--- src/tpa_pkg.sv ---
package tpa_pkg;

	// Port-level field widths
	localparam int VTX_W   = 16;
	localparam int TOTAL_W = 32;
	localparam int MODE_W  = 3;

	// Default for the handle width kept in the slots
	localparam int HANDLE_BITS_DEF = 16;

	// Configuration port
	localparam int APB_ADDR_W = 3;
	localparam int APB_DATA_W = 32;
	localparam logic [APB_ADDR_W-3:0] REG_DRAW_MODE = '0;

	typedef enum logic [MODE_W-1:0] {
		MODE_POINTS     = 3'd0,
		MODE_LINES      = 3'd1,
		MODE_LINE_LOOP  = 3'd2,
		MODE_LINE_STRIP = 3'd3,
		MODE_TRIS       = 3'd4,
		MODE_STRIP      = 3'd5,
		MODE_FAN        = 3'd6
	} mode_t;

	localparam mode_t MODE_RESET = MODE_TRIS;

	typedef logic [1:0] cnt_t;

	localparam cnt_t CNT_FULL = 2'd3;
	localparam cnt_t CNT_LINE = 2'd2;
	localparam cnt_t CNT_ONE  = 2'd1;

endpackage

--- src/tpa_if.sv ---
interface tpa_in_if;
	import tpa_pkg::*;

	logic             valid;
	logic             ready;
	logic [VTX_W-1:0] vertex_handle;
	logic             restart;

	modport source (output valid, output vertex_handle, output restart, input ready);
	modport sink   (input valid, input vertex_handle, input restart, output ready);
endinterface

interface tpa_out_if;
	import tpa_pkg::*;

	logic               valid;
	logic               ready;
	logic               prim_valid;
	logic [VTX_W-1:0]   slot_zero;
	logic [VTX_W-1:0]   slot_one;
	logic [VTX_W-1:0]   slot_two;
	logic [VTX_W-1:0]   provoking_vertex;
	logic               mode_error;
	logic [TOTAL_W-1:0] prim_total;

	modport source (
		output valid, output prim_valid, output slot_zero, output slot_one,
		output slot_two, output provoking_vertex, output mode_error,
		output prim_total, input ready
	);
	modport sink (
		input valid, input prim_valid, input slot_zero, input slot_one,
		input slot_two, input provoking_vertex, input mode_error,
		input prim_total, output ready
	);
endinterface

--- src/tpa_cfg.sv ---
module tpa_cfg import tpa_pkg::*; (
	input  logic                  clk,
	input  logic                  arst_n,
	input  logic                  psel,
	input  logic                  penable,
	input  logic                  pwrite,
	input  logic [APB_ADDR_W-1:0] paddr,
	input  logic [APB_DATA_W-1:0] pwdata,
	output logic [APB_DATA_W-1:0] prdata,
	output logic                  pready,
	output mode_t                 draw_mode
);

	mode_t mode_q;
	logic  wr_en;
	logic  hit;

	assign pready = 1'b1;
	assign hit    = (paddr[APB_ADDR_W-1:2] == REG_DRAW_MODE);
	assign wr_en  = psel && penable && pwrite && pready && hit;

	always_ff @(posedge clk or negedge arst_n) begin
		if (!arst_n) begin
			mode_q <= MODE_RESET;
		end else if (wr_en) begin
			mode_q <= mode_t'(pwdata[MODE_W-1:0]);
		end
	end

	always_comb begin
		prdata = '0;
		if (hit) begin
			prdata = APB_DATA_W'(mode_q);
		end
	end

	assign draw_mode = mode_q;

endmodule

--- src/tpa_core.sv ---
module tpa_core import tpa_pkg::*; #(
	parameter int HANDLE_BITS = HANDLE_BITS_DEF
) (
	input  logic       clk,
	input  logic       arst_n,
	input  mode_t      draw_mode,
	tpa_in_if.sink     in_ch,
	tpa_out_if.source  out_ch
);

	// handles wider than the output fields never reach the outputs
	localparam int SLOT_W = (HANDLE_BITS < VTX_W) ? HANDLE_BITS : VTX_W;

	// input register
	logic              valid_s1;
	logic [SLOT_W-1:0] vtx_s1;
	logic              restart_s1;

	// assembly state
	cnt_t               needed_q;
	logic               parity_q;
	logic [SLOT_W-1:0]  slots_q [3];
	logic [TOTAL_W-1:0] total_q;

	// result register
	logic               valid_s2;
	logic               prim_s2;
	logic [VTX_W-1:0]   slot0_s2;
	logic [VTX_W-1:0]   slot1_s2;
	logic [VTX_W-1:0]   slot2_s2;
	logic [VTX_W-1:0]   prov_s2;
	logic               err_s2;
	logic [TOTAL_W-1:0] total_s2;

	logic               advance;
	logic               supported;
	cnt_t               cnt_init;
	cnt_t               cnt_start;
	cnt_t               cnt_eff;
	cnt_t               needed_d;
	logic               parity_start;
	logic               parity_d;
	logic               done;
	logic [SLOT_W-1:0]  slots_d [3];
	logic [TOTAL_W-1:0] total_d;

	assign advance     = valid_s1 && (!valid_s2 || out_ch.ready);
	assign in_ch.ready = !valid_s1 || advance;

	always_ff @(posedge clk or negedge arst_n) begin
		if (!arst_n) begin
			valid_s1 <= 1'b0;
		end else if (in_ch.ready) begin
			valid_s1 <= in_ch.valid;
		end
	end

	always_ff @(posedge clk) begin
		if (in_ch.valid && in_ch.ready) begin
			vtx_s1     <= in_ch.vertex_handle[SLOT_W-1:0];
			restart_s1 <= in_ch.restart;
		end
	end

	always_comb begin
		unique case (draw_mode)
			MODE_TRIS, MODE_STRIP, MODE_FAN:               cnt_init = CNT_FULL;
			MODE_LINES, MODE_LINE_LOOP, MODE_LINE_STRIP:   cnt_init = CNT_LINE;
			default:                                       cnt_init = CNT_ONE;
		endcase
	end

	assign supported    = (draw_mode == MODE_TRIS) || (draw_mode == MODE_STRIP) ||
	                      (draw_mode == MODE_FAN);
	assign cnt_start    = restart_s1 ? cnt_init : needed_q;
	assign parity_start = restart_s1 ? 1'b0 : parity_q;
	assign cnt_eff      = (cnt_start == 2'd0) ? CNT_FULL : cnt_start;

	always_comb begin
		slots_d  = slots_q;
		parity_d = parity_start;
		if (supported) begin
			unique case (draw_mode)
				MODE_TRIS: begin
					slots_d[cnt_eff - CNT_ONE] = vtx_s1;
				end
				MODE_STRIP: begin
					if (cnt_eff == CNT_ONE) begin
						// parity picks which older vertex is retired, keeping winding
						if (!parity_start) begin
							slots_d[2] = slots_q[0];
							slots_d[0] = vtx_s1;
						end else begin
							slots_d[2] = slots_q[1];
							slots_d[1] = vtx_s1;
						end
						parity_d = !parity_start;
					end else if (cnt_eff == CNT_FULL) begin
						slots_d[0] = vtx_s1;
					end else begin
						slots_d[1] = vtx_s1;
					end
				end
				default: begin
					// fan: slot 2 holds the hub vertex
					if (cnt_eff == CNT_ONE) begin
						slots_d[1] = slots_q[0];
						slots_d[0] = vtx_s1;
					end else if (cnt_eff == CNT_FULL) begin
						slots_d[2] = vtx_s1;
					end else begin
						slots_d[0] = vtx_s1;
					end
				end
			endcase
		end
	end

	assign done = supported && (cnt_eff == CNT_ONE);

	always_comb begin
		if (!supported) begin
			needed_d = cnt_start;
		end else if (done) begin
			needed_d = (draw_mode == MODE_TRIS) ? CNT_FULL : CNT_ONE;
		end else begin
			needed_d = cnt_eff - CNT_ONE;
		end
	end

	assign total_d = (done && (total_q != '1)) ? total_q + TOTAL_W'(1) : total_q;

	always_ff @(posedge clk or negedge arst_n) begin
		if (!arst_n) begin
			needed_q <= CNT_FULL;
			parity_q <= 1'b0;
			slots_q  <= '{default: '0};
			total_q  <= '0;
		end else if (advance) begin
			needed_q <= needed_d;
			parity_q <= parity_d;
			slots_q  <= slots_d;
			total_q  <= total_d;
		end
	end

	always_ff @(posedge clk or negedge arst_n) begin
		if (!arst_n) begin
			valid_s2 <= 1'b0;
		end else if (advance) begin
			valid_s2 <= 1'b1;
		end else if (out_ch.ready) begin
			valid_s2 <= 1'b0;
		end
	end

	always_ff @(posedge clk) begin
		if (advance) begin
			prim_s2  <= done;
			slot0_s2 <= done ? VTX_W'(slots_d[0]) : '0;
			slot1_s2 <= done ? VTX_W'(slots_d[1]) : '0;
			slot2_s2 <= done ? VTX_W'(slots_d[2]) : '0;
			prov_s2  <= done ? VTX_W'(vtx_s1) : '0;
			err_s2   <= !supported;
			total_s2 <= total_d;
		end
	end

	assign out_ch.valid            = valid_s2;
	assign out_ch.prim_valid       = prim_s2;
	assign out_ch.slot_zero        = slot0_s2;
	assign out_ch.slot_one         = slot1_s2;
	assign out_ch.slot_two         = slot2_s2;
	assign out_ch.provoking_vertex = prov_s2;
	assign out_ch.mode_error       = err_s2;
	assign out_ch.prim_total       = total_s2;

endmodule

--- src/triangle_primitive_assembly_top.sv ---
// channel   dir  transfer on        payload
// in_ch     in   valid && ready    vertex_handle, restart
// out_ch    out  valid && ready    prim_valid, slot_*, provoking_vertex, mode_error, prim_total
// apb       in   psel&penable&pwrite  draw_mode at byte 0
//
// One vertex per cycle sustained while out_ch.ready stays high; a vertex passes the input
// register, then the slot update, then the result register.
// arst_n clears the handshake state, slots, countdown (3), parity and count;
// draw_mode resets to triangles.
// A stalled result holds in the result register while one more vertex waits
// in the input register; in_ch.ready drops only when both are occupied.
module triangle_primitive_assembly_top import tpa_pkg::*; #(
	parameter int HANDLE_BITS = HANDLE_BITS_DEF
) (
	input  logic                  clk,
	input  logic                  arst_n,
	input  logic                  psel,
	input  logic                  penable,
	input  logic                  pwrite,
	input  logic [APB_ADDR_W-1:0] paddr,
	input  logic [APB_DATA_W-1:0] pwdata,
	output logic [APB_DATA_W-1:0] prdata,
	output logic                  pready,
	tpa_in_if.sink                in_ch,
	tpa_out_if.source             out_ch
);

	mode_t draw_mode;

	tpa_cfg u_cfg (
		.clk       (clk),
		.arst_n    (arst_n),
		.psel      (psel),
		.penable   (penable),
		.pwrite    (pwrite),
		.paddr     (paddr),
		.pwdata    (pwdata),
		.prdata    (prdata),
		.pready    (pready),
		.draw_mode (draw_mode)
	);

	tpa_core #(
		.HANDLE_BITS (HANDLE_BITS)
	) u_core (
		.clk       (clk),
		.arst_n    (arst_n),
		.draw_mode (draw_mode),
		.in_ch     (in_ch),
		.out_ch    (out_ch)
	);

endmodule

--- src/flat_wrapper.sv ---
// flat-port wrapper written by rule: the top's interface ports become plain ports
module triangle_primitive_assembly_top_flat import tpa_pkg::*;
#(
	parameter int HANDLE_BITS = HANDLE_BITS_DEF
)
  (clk, arst_n, psel, penable, pwrite, paddr, pwdata, prdata, pready, in_ch_valid, in_ch_vertex_handle, in_ch_restart, in_ch_ready, out_ch_valid, out_ch_prim_valid, out_ch_slot_zero, out_ch_slot_one, out_ch_slot_two, out_ch_provoking_vertex, out_ch_mode_error, out_ch_prim_total, out_ch_ready);
  tpa_in_if in_ch_i ();
  tpa_out_if out_ch_i ();
  input  logic clk;
  input  logic arst_n;
  input  logic psel;
  input  logic penable;
  input  logic pwrite;
  input  logic [APB_ADDR_W-1:0] paddr;
  input  logic [APB_DATA_W-1:0] pwdata;
  output logic [APB_DATA_W-1:0] prdata;
  output logic pready;
  input wire logic [$bits(in_ch_i.valid)-1:0] in_ch_valid;
  input wire logic [$bits(in_ch_i.vertex_handle)-1:0] in_ch_vertex_handle;
  input wire logic [$bits(in_ch_i.restart)-1:0] in_ch_restart;
  output wire logic [$bits(in_ch_i.ready)-1:0] in_ch_ready;
  output wire logic [$bits(out_ch_i.valid)-1:0] out_ch_valid;
  output wire logic [$bits(out_ch_i.prim_valid)-1:0] out_ch_prim_valid;
  output wire logic [$bits(out_ch_i.slot_zero)-1:0] out_ch_slot_zero;
  output wire logic [$bits(out_ch_i.slot_one)-1:0] out_ch_slot_one;
  output wire logic [$bits(out_ch_i.slot_two)-1:0] out_ch_slot_two;
  output wire logic [$bits(out_ch_i.provoking_vertex)-1:0] out_ch_provoking_vertex;
  output wire logic [$bits(out_ch_i.mode_error)-1:0] out_ch_mode_error;
  output wire logic [$bits(out_ch_i.prim_total)-1:0] out_ch_prim_total;
  input wire logic [$bits(out_ch_i.ready)-1:0] out_ch_ready;
  assign in_ch_i.valid = in_ch_valid;
  assign in_ch_i.vertex_handle = in_ch_vertex_handle;
  assign in_ch_i.restart = in_ch_restart;
  assign in_ch_ready = in_ch_i.ready;
  assign out_ch_valid = out_ch_i.valid;
  assign out_ch_prim_valid = out_ch_i.prim_valid;
  assign out_ch_slot_zero = out_ch_i.slot_zero;
  assign out_ch_slot_one = out_ch_i.slot_one;
  assign out_ch_slot_two = out_ch_i.slot_two;
  assign out_ch_provoking_vertex = out_ch_i.provoking_vertex;
  assign out_ch_mode_error = out_ch_i.mode_error;
  assign out_ch_prim_total = out_ch_i.prim_total;
  assign out_ch_i.ready = out_ch_ready;
  triangle_primitive_assembly_top #(.HANDLE_BITS(HANDLE_BITS)) u_core (.clk(clk), .arst_n(arst_n), .psel(psel), .penable(penable), .pwrite(pwrite), .paddr(paddr), .pwdata(pwdata), .prdata(prdata), .pready(pready), .in_ch(in_ch_i), .out_ch(out_ch_i));
endmodule
--- config.mk ---
export PLATFORM = sky130hd
export DESIGN_NAME = triangle_primitive_assembly_top_flat
export DESIGN_NICKNAME = d
export VERILOG_FILES = /design/src/tpa_pkg.sv /design/src/tpa_if.sv /design/src/tpa_cfg.sv /design/src/tpa_core.sv /design/src/triangle_primitive_assembly_top.sv /design/src/flat_wrapper.sv
export SDC_FILE = /design/constraint.sdc
export NUM_CORES = 1
export LEC_CHECK = 0
export BUFFER_PORTS_ARGS = -buffer_cell sky130_fd_sc_hd__clkbuf_2
export CAP_MARGIN = 20
export CORE_MARGIN = 3
export CORE_UTILIZATION = 42
export CTS_CLUSTER_DIAMETER = 120
export CTS_CLUSTER_SIZE = 30
export DETAILED_ROUTE_END_ITERATION = 8
export SYNTH_ARGS = -nofsm -noshare
export SYNTH_HDL_FRONTEND = slang
export SYNTH_HIERARCHICAL = 1
export SYNTH_SLANG_ARGS = --single-unit
--- constraint.sdc ---
create_clock -name clk -period 12.4 [get_ports clk]
set_clock_uncertainty 0.2 [all_clocks]
set_input_delay 0.62 -clock clk [delete_from_list [all_inputs] [get_ports clk]]
set_output_delay 0.62 -clock clk [all_outputs]
set_load 0.02 [all_outputs]
==> results.toml <==
[critical_path]
path_class = "reg -> reg"
r2r-end = "u_core/u_core/out_ch.prim_total[22]"
worstPathRequired_ns = 12.43
path_max_fanout = 61
r2r-start = "u_core/u_cfg/draw_mode[0]"
arrival_ns = 4.72
cp-end-kind = "flop"
r2r_slack_ns = 7.72
r2r_cells = 11
critPathLaunchType = "flop"

[power]
powerDensity_mw_per_mm2 = 180
p_leak_nw = 4.65
ir_worst_vdd_uv = 84.7
power_mw = 2.00

[clocking]
cts_buffer_depth = 3
clock-root-buffer = "clkbuf_16"
cts_tree = "done"
clk_pin_slew_ns = 0.12
cts.sinks = 203
cts_hold_buf = 1
clock_latency_ns = 0.48
cts.repair.resized = 0
tritoncts.num_buffers = 10
htreeDepth = 1
postCtsSetupBuffers = 0

[synth]
seq_area_frac_synth_pct = 56.4
netlist.top_cell.by_area = "edfxtp_1"
ys_async_sr_fraction_pct = 43.3
synth_common_cells = "115 x edfxtp_1, 85 x dfrtp_1, 50 x mux2i_1"
synthDistinctLibCells = 60
yosysWarnings = 6
synth_edf_count = 115
synth.top_cell.area_share_pct = 34.4
ys_seq_elements = 203
synthCells = 842
synth_most_common_cell = "edfxtp_1"
avgSynthCellArea_um2 = 11.9
syn_area_mm2 = 0.0100
ys.flop_type = "edfxtp_1"
netlist_top_cells_area = "edfxtp_1 34%, dfrtp_1 21%, mux2i_1 5.0%"

[global_routing]
met2_usage_pct = 25.9
grt_usage_pct = 18.0
grt_pass1_wl_um = 37600
use_met3_pct = 2.30
grt_max_degree = 77
gr-total-overflow = 0
grt_busiest_layer = "met1"
antenna_found_initial = 0
grt_use_met1_pct = 29.3
grt_pass1_vias = 6395

[run]
drv_cap = 0

[cells_and_area]
stdcell_count = 1254
nets = 1000
diodes = 0
drive_gt1_share_pct = 20.7
syn2layout_area_growth_pct = 10.4
design_area_mm2 = 0.0111
utilization_pct = 48.0
num-fill-cells = 2103

[timing]
worstMarginPinSlew_ns = 1.10
post-route-period-util_pct = 37.8
fin_crit_ns = 4.68
fmax_ghz = 0.214
rsz0062_at_grt = "false"
hold_violations = 0
finalWorstSetupSlack_ns = 7.72
finalSetupViolations = 0
drv_slew = 0
timing.slew.headroom_pct = 26.2
final.setup.tns_ns = 0
whs_ns = 0.107

[detailed_routing]
first_pass_iters = 5
num_vias = 6854
avgViaCountPerCell = 5.47
ant_nets = 0
routed_wl_um = 23900
wl_per_cell_um = 19.1
drc_errors = 0
drtIter0Drc = 564

[placed_design]
place_area_mm2 = 0.0108
portBuffers = 130
dp_slack_ns = 7.73
dp_hpwl_um = 15900
dpl.cell_count = 1236
place.gp.congestion = 0.837

[floorplanning]
die_y_um = 161
rows = 55
fp.dieArea_mm2 = 0.0258
coreArea_mm2 = 0.0231
start_util_pct = 43.5
die_w_um = 161
ios = 192

[worst_hold_path]
worstHoldStart = "in_ch_vertex_handle[9]"
hold_path_depth = 1
min_to = "u_core/u_core/vtx_s1[9]"
hp-class = "in -> reg"

[run_status]
status = "complete, no violations"
[layer usage]
| layer | vias to the layer above | share of wire, % |
|---|---|---|
| met5 | - | 0 |
| met4 | 0 | 1.3 |
| met3 | 16 | 6.3 |
| met2 | 244 | 42 |
| met1 | 3345 | 50 |
| li1 | 3249 | - |
[flip-flops by register name (all words and copies together) (netlist names)]
register / count
u_core/u_core/parity_q: 1
u_core/u_core/out_ch.prim_total: 32
u_core/u_core/out_ch.mode_error: 1
u_core/u_core/total_q: 32
u_core/u_core/out_ch.valid: 1
u_core/u_core/restart_s1: 1
u_core/u_core/out_ch.provoking_vertex: 16
u_core/u_core/needed_q: 2
u_core/u_core/valid_s1: 1
u_core/u_core/out_ch.prim_valid: 1
u_core/u_core/slots_q: 48
u_core/u_core/out_ch.slot_two: 16
u_core/u_core/out_ch.slot_zero: 16
u_core/u_core/out_ch.slot_one: 16
u_core/u_cfg/draw_mode: 3
u_core/u_core/vtx_s1: 16
[logic make-up after synthesis]
| group | after synthesis | synth area share [%] |
|---|---|---|
| xor gates and xnor gates | 58 | 5.07 |
| adders and majority gates | 4 | 0.499 |
| and+or+nand+nor | 270 | 14.9 |
| DFF | 203 | 56.4 |
| buffers and inverters | 96 | 5.43 |
| muxes | 75 | 8.28 |
| other | 2 | 0.0749 |
| AOI/OAI and AO/OA | 134 | 9.32 |
[report_power, final]
| part | switching, mW | leakage (nW) | internal (mW) |
|---|---|---|---|
| Sequential | 0.116 | 2.23 | 0.858 |
| Combinational | 0.375 | 2.28 | 0.272 |
| Clock | 0.208 | 0.145 | 0.167 |
| Total | 0.699 | 4.65 | 1.30 |
[worst max-delay path, stage by stage, from the launching register on]
cell and delay [ns]:
dfrtp_1 0.77, nor2_1 0.14, o22ai_1 0.32, inv_1 0.09, ha_1 0.20, buf_4 0.30
and2_1 0.47, nand2_1 0.16, buf_4 0.52, clkinv_1 0.60, nand3_1 0.30, mux2_2 0.36
[area by class of cell]
type,instances,area (um2),area share [%]
Timing Repair Buffer,140,731,6.60
Clock buffer,15,290,2.62
Tap cell,313,392,3.54
Multi-Input combinational cell,571,3940,35.6
Clock inverter,1,8.76,0.0791
Sequential cell,203,5660,51.1
Inverter,11,43.8,0.396
[worst max-delay path by stage]
| stage | startpoint | end | slack (ns) | cells after the start |
|---|---|---|---|---|
| after floorplan | out_ch_ready | u_core/u_core/needed_q[0] | 7.45 | 6 |
| after global placement | u_core/u_cfg/draw_mode[0] | u_core/u_core/out_ch.prim_total[22] | 7.74 | 11 |
| after detailed placement | u_core/u_cfg/draw_mode[0] | u_core/u_core/out_ch.prim_total[22] | 7.73 | 11 |
| after CTS | u_core/u_cfg/draw_mode[0] | u_core/u_core/out_ch.prim_total[22] | 7.70 | 11 |
| after global routing | u_core/u_cfg/draw_mode[0] | u_core/u_core/out_ch.prim_total[22] | 7.33 | 11 |
| final | u_core/u_cfg/draw_mode[0] | u_core/u_core/out_ch.prim_total[22] | 7.72 | 11 |
[layout by cell type (no fill, tap or decap), types with 11 or more instances in the layout]
| cell type | synthesis | layout |
|---|---|---|
| nor2b_1 | 20 | 19 |
| nand3_1 | 25 | 24 |
| and2_1 | 20 | 20 |
| and3_1 | 19 | 19 |
| nor2_1 | 41 | 41 |
| a2bb2oi_1 | 15 | 15 |
| xnor2_1 | 25 | 25 |
| nor4_1 | 13 | 13 |
| a211oi_1 | 16 | 16 |
| o21ai_0 | 21 | 21 |
| nand2_1 | 30 | 30 |
| conb_1 | 2 | 30 |
| nor3_1 | 47 | 47 |
| clkbuf_2 | 0 | 129 |
| a22o_1 | 15 | 15 |
| mux2_2 | 12 | 12 |
| mux2i_1 | 50 | 50 |
| clkbuf_16 | 0 | 11 |
| o32ai_1 | 16 | 16 |
| nand4_1 | 22 | 22 |
| a21oi_1 | 34 | 34 |
| xor2_1 | 33 | 33 |
| mux2_4 | 13 | 13 |
| edfxtp_1 | 115 | 115 |
| dfrtp_1 | 85 | 85 |
(Power assumes the default switching activity.)
